File: config.mk
export PLATFORM = sky130hd
export DESIGN_NAME = bdpc_rootdiv
export DESIGN_NICKNAME = d
export VERILOG_FILES = /design/src/sv/bdpc_rootdiv.sv
export SDC_FILE = /design/constraint.sdc
export NUM_CORES = 2
export LEC_CHECK = 0
export ABC_CLOCK_PERIOD_IN_PS = 7940
export BUFFER_PORTS_ARGS = -buffer_cell sky130_fd_sc_hd__buf_4
export CAP_MARGIN = 20
export CORE_UTILIZATION = 66
export DETAILED_ROUTE_END_ITERATION = 6
export PLACE_DENSITY_LB_ADDON = 0.08
export SLEW_MARGIN = 40
export SYNTH_ARGS = -nofsm -noshare
export SYNTH_HDL_FRONTEND = slang
export SYNTH_SLANG_ARGS = --single-unit
File: constraint.sdc
create_clock -name i_clk -period 7.94 [get_ports i_clk]
set_clock_uncertainty 0.05 [all_clocks]
set_input_delay 1.588 -clock i_clk [delete_from_list [all_inputs] [get_ports i_clk]]
set_output_delay 1.588 -clock i_clk [all_outputs]
set_load 0.03 [all_outputs]
File: src/sv/bdpc_rootdiv.sv
// q = floor(2^QUO_W * sqrt(d2 / r2)), one bit a stage.
// Keeps rem = d2*2^(2*QUO_W) - q^2*r2 and p = q*r2, so no multiplier is needed.
module bdpc_rootdiv #(
    parameter int RAD_W = 13,
    parameter int QUO_W = 16,
    parameter int SB_W  = 1
) (
    input  logic               i_clk,
    input  logic               i_rst_n,
    input  logic               i_en,
    input  logic               i_valid,
    input  logic [2*RAD_W-1:0] i_d2,
    input  logic [2*RAD_W-1:0] i_r2,
    input  logic [SB_W-1:0]    i_sb,
    output logic               o_valid,
    output logic [QUO_W-1:0]   o_quo,
    output logic [SB_W-1:0]    o_sb
);

    localparam int R2_W  = 2 * RAD_W;
    localparam int X_W   = R2_W + 2 * QUO_W;
    localparam int P_W   = R2_W + QUO_W;
    localparam int CMP_W = X_W + 2;

    logic [QUO_W:1]   r_vld;
    logic [X_W-1:0]   r_rem [1:QUO_W];
    logic [P_W-1:0]   r_p   [1:QUO_W];
    logic [R2_W-1:0]  r_r2  [1:QUO_W];
    logic [QUO_W-1:0] r_quo [1:QUO_W];
    logic [SB_W-1:0]  r_sb  [1:QUO_W];

    for (genvar g = 0; g < QUO_W; g++) begin : g_stage
        localparam int K = QUO_W - 1 - g;
        logic             vld_in;
        logic [X_W-1:0]   rem_in;
        logic [P_W-1:0]   p_in;
        logic [R2_W-1:0]  r2_in;
        logic [QUO_W-1:0] quo_in;
        logic [SB_W-1:0]  sb_in;
        logic [CMP_W-1:0] trial;
        logic             take;
        logic [QUO_W-1:0] n_quo;

        if (g == 0) begin : g_first
            assign vld_in = i_valid;
            assign rem_in = {i_d2, {(2*QUO_W){1'b0}}};
            assign p_in   = '0;
            assign r2_in  = i_r2;
            assign quo_in = '0;
            assign sb_in  = i_sb;
        end else begin : g_next
            assign vld_in = r_vld[g];
            assign rem_in = r_rem[g];
            assign p_in   = r_p[g];
            assign r2_in  = r_r2[g];
            assign quo_in = r_quo[g];
            assign sb_in  = r_sb[g];
        end

        // (m + 2^K r)^2 - m^2 with m = q*r
        assign trial = (CMP_W'(p_in) << (K + 1)) + (CMP_W'(r2_in) << (2 * K));
        assign take  = CMP_W'(rem_in) >= trial;

        always_comb begin
            n_quo = quo_in;
            n_quo[K] = take;
        end

        always_ff @(posedge i_clk) begin
            if (!i_rst_n) begin
                r_vld[g+1] <= 1'b0;
            end else if (i_en) begin
                r_vld[g+1] <= vld_in;
            end
        end

        always_ff @(posedge i_clk) begin
            if (i_en) begin
                r_rem[g+1] <= take ? X_W'(CMP_W'(rem_in) - trial) : rem_in;
                r_p[g+1]   <= take ? p_in + (P_W'(r2_in) << K) : p_in;
                r_r2[g+1]  <= r2_in;
                r_quo[g+1] <= n_quo;
                r_sb[g+1]  <= sb_in;
            end
        end
    end

    assign o_valid = r_vld[QUO_W];
    assign o_quo   = r_quo[QUO_W];
    assign o_sb    = r_sb[QUO_W];

endmodule

==> impl_metrics.yaml <==
global_route:
  grt_pass1_vias: 101000
  track_usage_pct: 35.5
  grt_first_pass_wirelength_um: 544000
  antenna_found_initial: 7
  grt_max_degree: 163
  overflow: 0
worst_setup_path:
  crit_type: "reg2reg"
  worstSetupStartpointType: "flop"
  critPathRequiredTime_ns: 8.47
  r2r_start: "r_rem[0][424]"
  critPathArrivalTime_ns: 8.18
  startpoint: "r_rem[0][424]"
  setup.worst_path.end_class: "flop"
  reg2reg_slack_ns: 0.29
  crit_fanout: 16
synthesis:
  synth_edf_count: 1666
  seq_area_frac_synth_pct: 40.0
  yosysMostFrequentCell: "edfxtp_1"
  yosys_warnings: 0
  ys_ff_latch: 1682
  yosys-top-cells-count: "edfxtp_1 (1666), nand2_1 (1464), o21ai_0 (1280)"
  synth.area.top_cells: "edfxtp_1 (40%), ha_1 (13%), o21ai_0 (5.1%)"
  synthCells: 13100
  netlist_area_um2: 126000
  synth.top_cell.area_share_pct: 39.7
  yosys.area.top_type: "edfxtp_1"
  synthArstFlopShare_pct: 0
  synthFlopType: "edfxtp_1"
  syn-num-nets: 14400
  syn_area_per_cell_um2: 9.61
  synth_cell_types: 96
die:
  fp.dieH_um: 439
  core_um2: 189000
  die_x_um: 439
  rows: 159
  initial_utilization_pct: 66.7
  die_area_um2: 192000
  io_pins: 75
routing:
  num_vias: 103000
  drc: 7
  wl_per_cell_um: 22.1
  drt_wl_total_um: 349000
  drt_iter0_drc: 9593
  viasPerCell: 6.53
  dr.pass1.iters: 7
  ant_nets: 0
flow_run:
  drv_cap: 0
timing:
  holdWs_ns: 0.354
  setup_viol: 0
  fin_crit_sh_pct: 96.4
  slew_viol_final: 0
  finalHoldViolations: 0
  maxSlewHeadroom_pct: 39.7
  min_period_ns: 7.65
  max_freq_mhz: 131
  tightest_slew_ns: 0.900
min_path:
  worstHoldStart: "r_quo[1][69]"
  hold_path_class: "reg2reg"
clock_tree:
  clock-sinks: 1682
  cts_buffers: 183
  clk_path_buf_depth: 3
  clk_pin_slew_ns: 0.06
  cts_root_buf: "clkbuf_16"
  cts.htree.levels: 4
  clk_latency_ns: 0.85
  tritoncts: "built"
cells_and_area:
  multi_input_area_um2: 72800
  layout-drive-gt1-share_pct: 4.73
  nets: 14500
  nFillCells: 13500
  area_growth_pct: 7.66
  regArea_um2: 50300
  design_area_um2: 136000
placement:
  place_congestion: 1.02
  dp_hpwl_um: 271000
  portBuffers: 74
  place_area_um2: 129000
run_status:
  outcome: "finished with violations"
  violations: "design-rule violations"
-- path summary, 6_finish.rpt --
path / cells past startpoint / end
worst max register to register: 26 / r_rem[0][519]
worst min-delay path: 0 / r_quo[1][85]
worst max-delay path: 26 / r_rem[0][519]
worst min register to register: 0 / r_quo[1][85]
-- cell type report --
| type | instances | share of cell area (%) |
|---|---|---|
| multi-input combinational | 10700 | 53.7 |
| sequential | 1682 | 37.2 |
| clock buffer | 209 | 3.48 |
| tap | 2495 | 2.30 |
| timing repair buffer | 171 | 1.22 |
| inverter | 413 | 1.14 |
| clock inverter | 125 | 0.960 |
| antenna | 4 | 0.00739 |
-- sequential cells by signal, summed over array words and instances (netlist names) --
name / flops
r_quo: 136
r_r2: 390
r_p: 496
r_sb: 16
o_valid: 1
r_rem: 628
g_stage.vld_in: 15
-- cell families after synthesis --
kind of cell	synth area share, %
compound gates	20.0
xor+xnor	10.0
fa+ha+maj	13.0
buf+inv	2.35
flops	40.0
mux	0.600
simple gates	14.1
-- repair_timing --
action                     in CTS  in global routing
setup endpoints to repair       7                 39
buffers inserted                0                  1
hold buffers                    0                  0
gates resized for setup         1                  6
pin swaps                       1                  3
-- per-layer routing --
metal	wire length [um]	GRT usage [%]
met4	23000	21.0
met1	134000	42.1
met2	167000	61.0
met3	24200	5.28
met5	55	0
-- cells in the final DEF (no fill, tap or decap), types with 62 or more instances in the layout --
cell type and n:
a211oi_1 102, a21o_1 603, a21oi_1 1086, a31oi_1 99
and2_1 66, and3_1 132, buf_4 142, clkbuf_16 185
edfxtp_1 1666, ha_1 1260, inv_1 407, nand2_1 1462
nand2b_1 199, nand3_1 304, nand4_1 169, nor2_1 765
nor2b_1 155, nor3_1 208, o211ai_1 62, o21a_1 136
o21ai_0 1277, o21bai_1 180, o31ai_1 102, or3_1 73
xnor2_1 721, xor2_1 717
-- worst max-delay path, stage by stage (launching register included) --
cell	delay, ns
edfxtp_1	0.48
ha_1	0.31
fa_1	0.43
a21o_1	0.18
a21oi_1	0.28
o21ai_0	0.25
a41o_1	0.33
o41ai_1	0.27
buf_4	0.21
o31a_1	0.24
o21ai_0	0.17
o21a_1	0.25
o211ai_1	0.26
nor2_1	0.08
xnor2_1	0.14
ha_2	0.42
nand3_1	0.15
nor4_2	0.37
nand3_1	0.14
nor4_2	0.34
buf_4	0.24
nand4_1	0.53
nand2_2	0.28
a41oi_4	0.13
a2111oi_1	0.52
o41ai_1	0.16
xnor2_1	0.15
-- metrics by stage --
step | worst slack, ns | utilization (%) | setup TNS, ns | cells
final | 0.287 | 71.9 | 0 | 15800
after global routing | -0.0189 | 71.8 | -0.0189 | 15800
after CTS | 0.0112 | 71.7 | 0 | 15700
after detailed placement | -0.0597 | 68.5 | -0.0597 | 15400
after global placement | -1.22 | 68.5 | -70.48 | 15400
after floorplan | 1.74 | - | 0 | 13100
Power is left out: the tool's default activity adds up to more than one toggle a clock period on the data nets, which glitch-free logic cannot reach.
