File: src/sv/bdpc_udiv.sv
// Restoring divider, one quotient bit per stage, sideband travels alongside.
module bdpc_udiv #(
    parameter int NUM_W = 23,
    parameter int DEN_W = 7,
    parameter int QUO_W = 16,
    parameter int SB_W  = 1
) (
    input  logic             i_clk,
    input  logic             i_rst_n,
    input  logic             i_en,
    input  logic             i_valid,
    input  logic [NUM_W-1:0] i_num,
    input  logic [DEN_W-1:0] i_den,
    input  logic [SB_W-1:0]  i_sb,
    output logic             o_valid,
    output logic [QUO_W-1:0] o_quo,
    output logic [SB_W-1:0]  o_sb
);

    localparam int CMP_W = NUM_W + DEN_W;

    logic [QUO_W:1]   r_vld;
    logic [NUM_W-1:0] r_rem [1:QUO_W];
    logic [DEN_W-1:0] r_den [1:QUO_W];
    logic [QUO_W-1:0] r_quo [1:QUO_W];
    logic [SB_W-1:0]  r_sb  [1:QUO_W];

    for (genvar g = 0; g < QUO_W; g++) begin : g_stage
        logic             vld_in;
        logic [NUM_W-1:0] rem_in;
        logic [DEN_W-1:0] den_in;
        logic [QUO_W-1:0] quo_in;
        logic [SB_W-1:0]  sb_in;
        logic [CMP_W-1:0] trial;
        logic             take;
        logic [QUO_W-1:0] n_quo;

        if (g == 0) begin : g_first
            assign vld_in = i_valid;
            assign rem_in = i_num;
            assign den_in = i_den;
            assign quo_in = '0;
            assign sb_in  = i_sb;
        end else begin : g_next
            assign vld_in = r_vld[g];
            assign rem_in = r_rem[g];
            assign den_in = r_den[g];
            assign quo_in = r_quo[g];
            assign sb_in  = r_sb[g];
        end

        assign trial = CMP_W'(den_in) << (QUO_W - 1 - g);
        assign take  = CMP_W'(rem_in) >= trial;

        always_comb begin
            n_quo = quo_in;
            n_quo[QUO_W-1-g] = take;
        end

        always_ff @(posedge i_clk) begin
            if (!i_rst_n) begin
                r_vld[g+1] <= 1'b0;
            end else if (i_en) begin
                r_vld[g+1] <= vld_in;
            end
        end

        always_ff @(posedge i_clk) begin
            if (i_en) begin
                r_rem[g+1] <= take ? NUM_W'(CMP_W'(rem_in) - trial) : rem_in;
                r_den[g+1] <= den_in;
                r_quo[g+1] <= n_quo;
                r_sb[g+1]  <= sb_in;
            end
        end
    end

    assign o_valid = r_vld[QUO_W];
    assign o_quo   = r_quo[QUO_W];
    assign o_sb    = r_sb[QUO_W];

endmodule

File: config.mk
export PLATFORM = sky130hd
export DESIGN_NAME = bdpc_udiv
export DESIGN_NICKNAME = d
export VERILOG_FILES = /design/src/sv/bdpc_udiv.sv
export SDC_FILE = /design/constraint.sdc
export NUM_CORES = 1
export LEC_CHECK = 0
export ABC_CLOCK_PERIOD_IN_PS = 3000
export BUFFER_PORTS_ARGS = -buffer_cell sky130_fd_sc_hd__buf_2
export CAP_MARGIN = 20
export CORE_ASPECT_RATIO = 0.6
export CORE_MARGIN = 3
export CORE_UTILIZATION = 40
export DETAILED_ROUTE_END_ITERATION = 8
export HOLD_SLACK_MARGIN = 0.1
export SKIP_LAST_GASP = 1
export SYNTH_ARGS = -nofsm -noshare
export SYNTH_HDL_FRONTEND = slang
export SYNTH_SLANG_ARGS = --single-unit
File: constraint.sdc
create_clock -name i_clk -period 3 [get_ports i_clk]
set_clock_uncertainty 0.2 [all_clocks]
set_input_delay 0.45 -clock i_clk [delete_from_list [all_inputs] [get_ports i_clk]]
set_output_delay 0.45 -clock i_clk [all_outputs]
set_load 0.05 [all_outputs]
==> metrics.json <==
{
  "cells_and_area": {
    "antenna_cells_inserted": 0,
    "proportion_of_layout_cells_with_a_drive_suffix_above_1_pct": 16.7,
    "post-route-util_pct": 48.0,
    "most_common_cell_after_layout_fill_and_taps_aside": "edfxtp_1",
    "num-fill-cells": 5876,
    "syn_to_final_growth_pct": 18.2,
    "final_net_count": 2422,
    "most_used_cells_in_the_layout_excluding_fill_and_tap_cells": "edfxtp_1, inv_1, nor2_1"
  },
  "die": {
    "ioPinCount": 53,
    "die_area_sq_um": 72700,
    "fp-row-count": 74,
    "chipWidth_um": 346,
    "die_h_um": 210,
    "start_util_pct": 40.6,
    "floorplan_core_area_sq_um": 68300
  },
  "synthesis": {
    "ys_warn_count": 0,
    "synthesis.nets": 2161,
    "synth_cell_types": 71,
    "postSynthRegisterBits": 618,
    "synth_area_per_cell_sq_um": 13.9,
    "synth_top_flop_cell": "edfxtp_1",
    "ys_seq_area_share_pct": 66.3,
    "netlist_instances": 1999,
    "post_synthesis_cell_area_sq_um": 27800,
    "synth_async_sr_flop_share_pct": 0,
    "number_of_flops_mapped_to_enable_cells_by_yosys": 602
  },
  "clock_tree": {
    "clock_latency_ns": 0.65,
    "cts_inserted_buffers": 59,
    "htree_levels": 2,
    "clock_tree.root_cell": "clkbuf_16",
    "clock_path_buffers": 3,
    "cts_num_sinks": 618,
    "clkSlewWorstSetupHoldPaths_ns": 0.06,
    "cts_tree": "done"
  },
  "pwr": {
    "power.static_leakage_nw": 12.0,
    "pwr_density_cell_nw_per_um2": 733,
    "power.ir.vdd_worst_v": 0.000451,
    "finalPower_mw": 24.0
  },
  "placed_design": {
    "place.gp.congestion": 0.871,
    "post-dp-hpwl_mm": 42.0,
    "number_of_buffer_cells_added_on_primary_ports": 52
  },
  "timing": {
    "setup_repair_after_global_routing_missed_its_margin": "yes",
    "timing.slew.headroom_pct": 60.2,
    "final.setup.tns_ns": -0.000166,
    "fin_max_slew_vios": 0,
    "post-route-worst-setup-slack_ns": -0.000166,
    "whs_ns": 0.215,
    "final_hold_viol_count": 0,
    "worst_tran_pin_value_ns": 0.592,
    "achievable-frequency_mhz": 333,
    "finalCriticalPeriod_ns": 3.00,
    "layout_worst_path_cycle_share_pct": 100,
    "setup_violations": 1
  },
  "worst_setup_path": {
    "cp_cell_sequence": "or4_4, or3_4, a211o_1, buf_4, nor3_4, clkdlybuf4s15_2, o21ai_0",
    "critical_path_peak_fanout": 6,
    "cp-end-kind": "flop",
    "worstPathRequired_ns": 3.16,
    "timing.critical_path.max_delay_family": "simple AND/OR/NAND/NOR gates",
    "worst-setup-path-type": "reg2reg",
    "critical_path.reg2reg.startpoint": "r_rem[0][225]$_DFFE_PP_",
    "worst_setup_path_start_kind": "flop",
    "crit_buf_inv": 2,
    "worst-r2r-cell-count": 7,
    "r2r_end": "r_rem[0][242]$_DFFE_PP_",
    "timing.reg2reg.setup_slack_ns": -0.0002,
    "timing.critical_path.arrival_ns": 3.16,
    "path_depth": 7,
    "timing.critical_path.slowest_cell_delay_ns": 0.56,
    "cp_slowest_cell": "or4_4"
  },
  "drt": {
    "number_of_remaining_drc_errors": 0,
    "drtAntennaViolNets": 0,
    "drtPass1Iterations": 5,
    "drt_first_iter_violations": 1751,
    "detail_route.wl_per_cell_um": 18.5,
    "via_per_inst": 5.25,
    "routed_wirelength_mm": 59.5,
    "dr_total_vias": 16900
  },
  "global_routing": {
    "grt_pass1_wl_mm": 93.4,
    "grt-ovfl-total": 0,
    "grt_max_degree": 85,
    "antenna_violations_before_repair": 0,
    "grt.total_usage_pct": 16.3,
    "via_count_of_the_first_global_routing_pass": 16200
  },
  "min_path": {
    "min-delay-start": "r_quo[0][76]$_DFFE_PP_",
    "min_to": "r_quo[0][92]$_DFFE_PP_",
    "timing.hold.worst.class": "reg2reg",
    "min_path_cells": 0
  },
  "status": {
    "violations": "setup timing",
    "outcome": "complete, but fails checks"
  },
  "job": {
    "max_cap_violations": 0
  }
}
==> flip-flops by register name (all words and copies together) (netlist names) <==
register / flops
r_rem: 345
r_quo: 136
r_den: 105
r_sb: 16
g_stage.vld_in: 15
o_valid: 1
==> routing by layer <==
| layer | global-route usage [%] | vias to the layer above | wire [um] | part of all wire, % |
|---|---|---|---|---|
| met5 | 0 | - | 0 | 0 |
| met1 | 28.0 | 8212 | 32100 | 54 |
| li1 | - | 8056 | - | - |
| met3 | 3.47 | 84 | 4700 | 7.9 |
| met2 | 20.1 | 548 | 21800 | 37 |
| met4 | 3.57 | 0 | 951 | 1.6 |
==> synthesized netlist by cell type, types with 4 or more instances <==
| library cell | n | area, sq um |
|---|---|---|
| a211oi_1 | 18 | 135 |
| a21boi_0 | 9 | 67.6 |
| a21o_1 | 14 | 105 |
| a21oi_1 | 69 | 345 |
| and4_1 | 4 | 35.0 |
| clkbuf_1 | 15 | 56.3 |
| dfxtp_1 | 16 | 320 |
| edfxtp_1 | 602 | 18100 |
| fa_1 | 15 | 300 |
| ha_1 | 112 | 1400 |
| inv_1 | 155 | 582 |
| mux2_2 | 33 | 372 |
| mux2i_1 | 28 | 280 |
| nand2_1 | 100 | 375 |
| nand2b_1 | 29 | 181 |
| nand3_1 | 31 | 155 |
| nand3b_1 | 14 | 105 |
| nand4_1 | 14 | 87.6 |
| nand4b_1 | 8 | 70.1 |
| nor2_1 | 130 | 488 |
| nor2b_1 | 44 | 275 |
| nor3_1 | 50 | 250 |
| nor3b_1 | 8 | 60.1 |
| nor4_1 | 45 | 282 |
| nor4b_1 | 8 | 70.1 |
| o211ai_1 | 7 | 52.6 |
| o21a_1 | 33 | 248 |
| o21ai_0 | 81 | 405 |
| o21bai_1 | 7 | 52.6 |
| o31a_1 | 15 | 131 |
| o31ai_1 | 18 | 135 |
| or2_2 | 10 | 62.6 |
| or3_1 | 20 | 125 |
| or4_1 | 27 | 203 |
| or4b_2 | 7 | 70.1 |
| xnor2_1 | 74 | 648 |
| xor2_1 | 70 | 613 |
==> cell type report <==
class / count / area [sq um] / share of cell area, %
Clock buffer: 63 / 1490 / 4.55
Multi-Input combinational cell: 1204 / 9030 / 27.5
Tap cell: 912 / 1140 / 3.48
Timing Repair Buffer: 221 / 1730 / 5.28
Sequential cell: 618 / 18400 / 56.1
Inverter: 156 / 592 / 1.80
Clock inverter: 48 / 430 / 1.31
==> repair_timing <==
item                                   4_1_cts  5_1_grt
gates cloned                                 0        1
hold buffers                                35        0
setup endpoints to repair                   34       88
endpoints found under the hold margin       76        0
resized for setup                           24       47
pin swaps                                    7       23
buffers inserted                             3       19
==> stage by stage <==
stage | setup slack, ns | std cells | cell area (sq um)
after floorplan | -0.0162 | 1999 | 27800
after global placement | -0.399 | 3053 | 30000
after detailed placement | -0.334 | 3053 | 30000
after CTS | -0.0114 | 3202 | 32400
after global routing | -0.0682 | 3222 | 32800
final | -0.000166 | 3222 | 32800
==> how the worst max path moves through the flow <==
stage                                       start                      end  slack (ns)
after CTS                 r_rem[0][191]$_DFFE_PP_  r_rem[0][226]$_DFFE_PP_       -0.01
final                     r_rem[0][225]$_DFFE_PP_  r_rem[0][242]$_DFFE_PP_     -0.0002
after detailed placement  r_rem[0][191]$_DFFE_PP_  r_rem[0][226]$_DFFE_PP_       -0.33
after floorplan           r_rem[0][191]$_DFFE_PP_  r_rem[0][228]$_DFFE_PP_       -0.02
after global routing      r_rem[0][192]$_DFFE_PP_  r_rem[0][226]$_DFFE_PP_       -0.07
after global placement    r_rem[0][191]$_DFFE_PP_  r_rem[0][228]$_DFFE_PP_       -0.40
==> power breakdown <==
part | switching, mW | internal [mW] | total, mW
registers | 0.834 | 10.9 | 11.7
logic | 2.62 | 2.23 | 4.85
clock network | 3.32 | 4.14 | 7.46
total | 6.78 | 17.3 | 24.0
==> logic make-up (layout without fill, tap and decap cells) <==
| family | after synthesis | in the layout | share of synthesized area, % |
|---|---|---|---|
| DFF | 618 | 618 | 66.3 |
| and+or+nand+nor | 571 | 571 | 11.3 |
| AOI/OAI and AO/OA | 301 | 301 | 6.98 |
| buffers and inverters | 177 | 488 | 2.49 |
| xor gates and xnor gates | 144 | 144 | 4.54 |
| adders and majority gates | 127 | 127 | 6.13 |
| muxes | 61 | 61 | 2.35 |
Power figures use the tool's default switching activity.
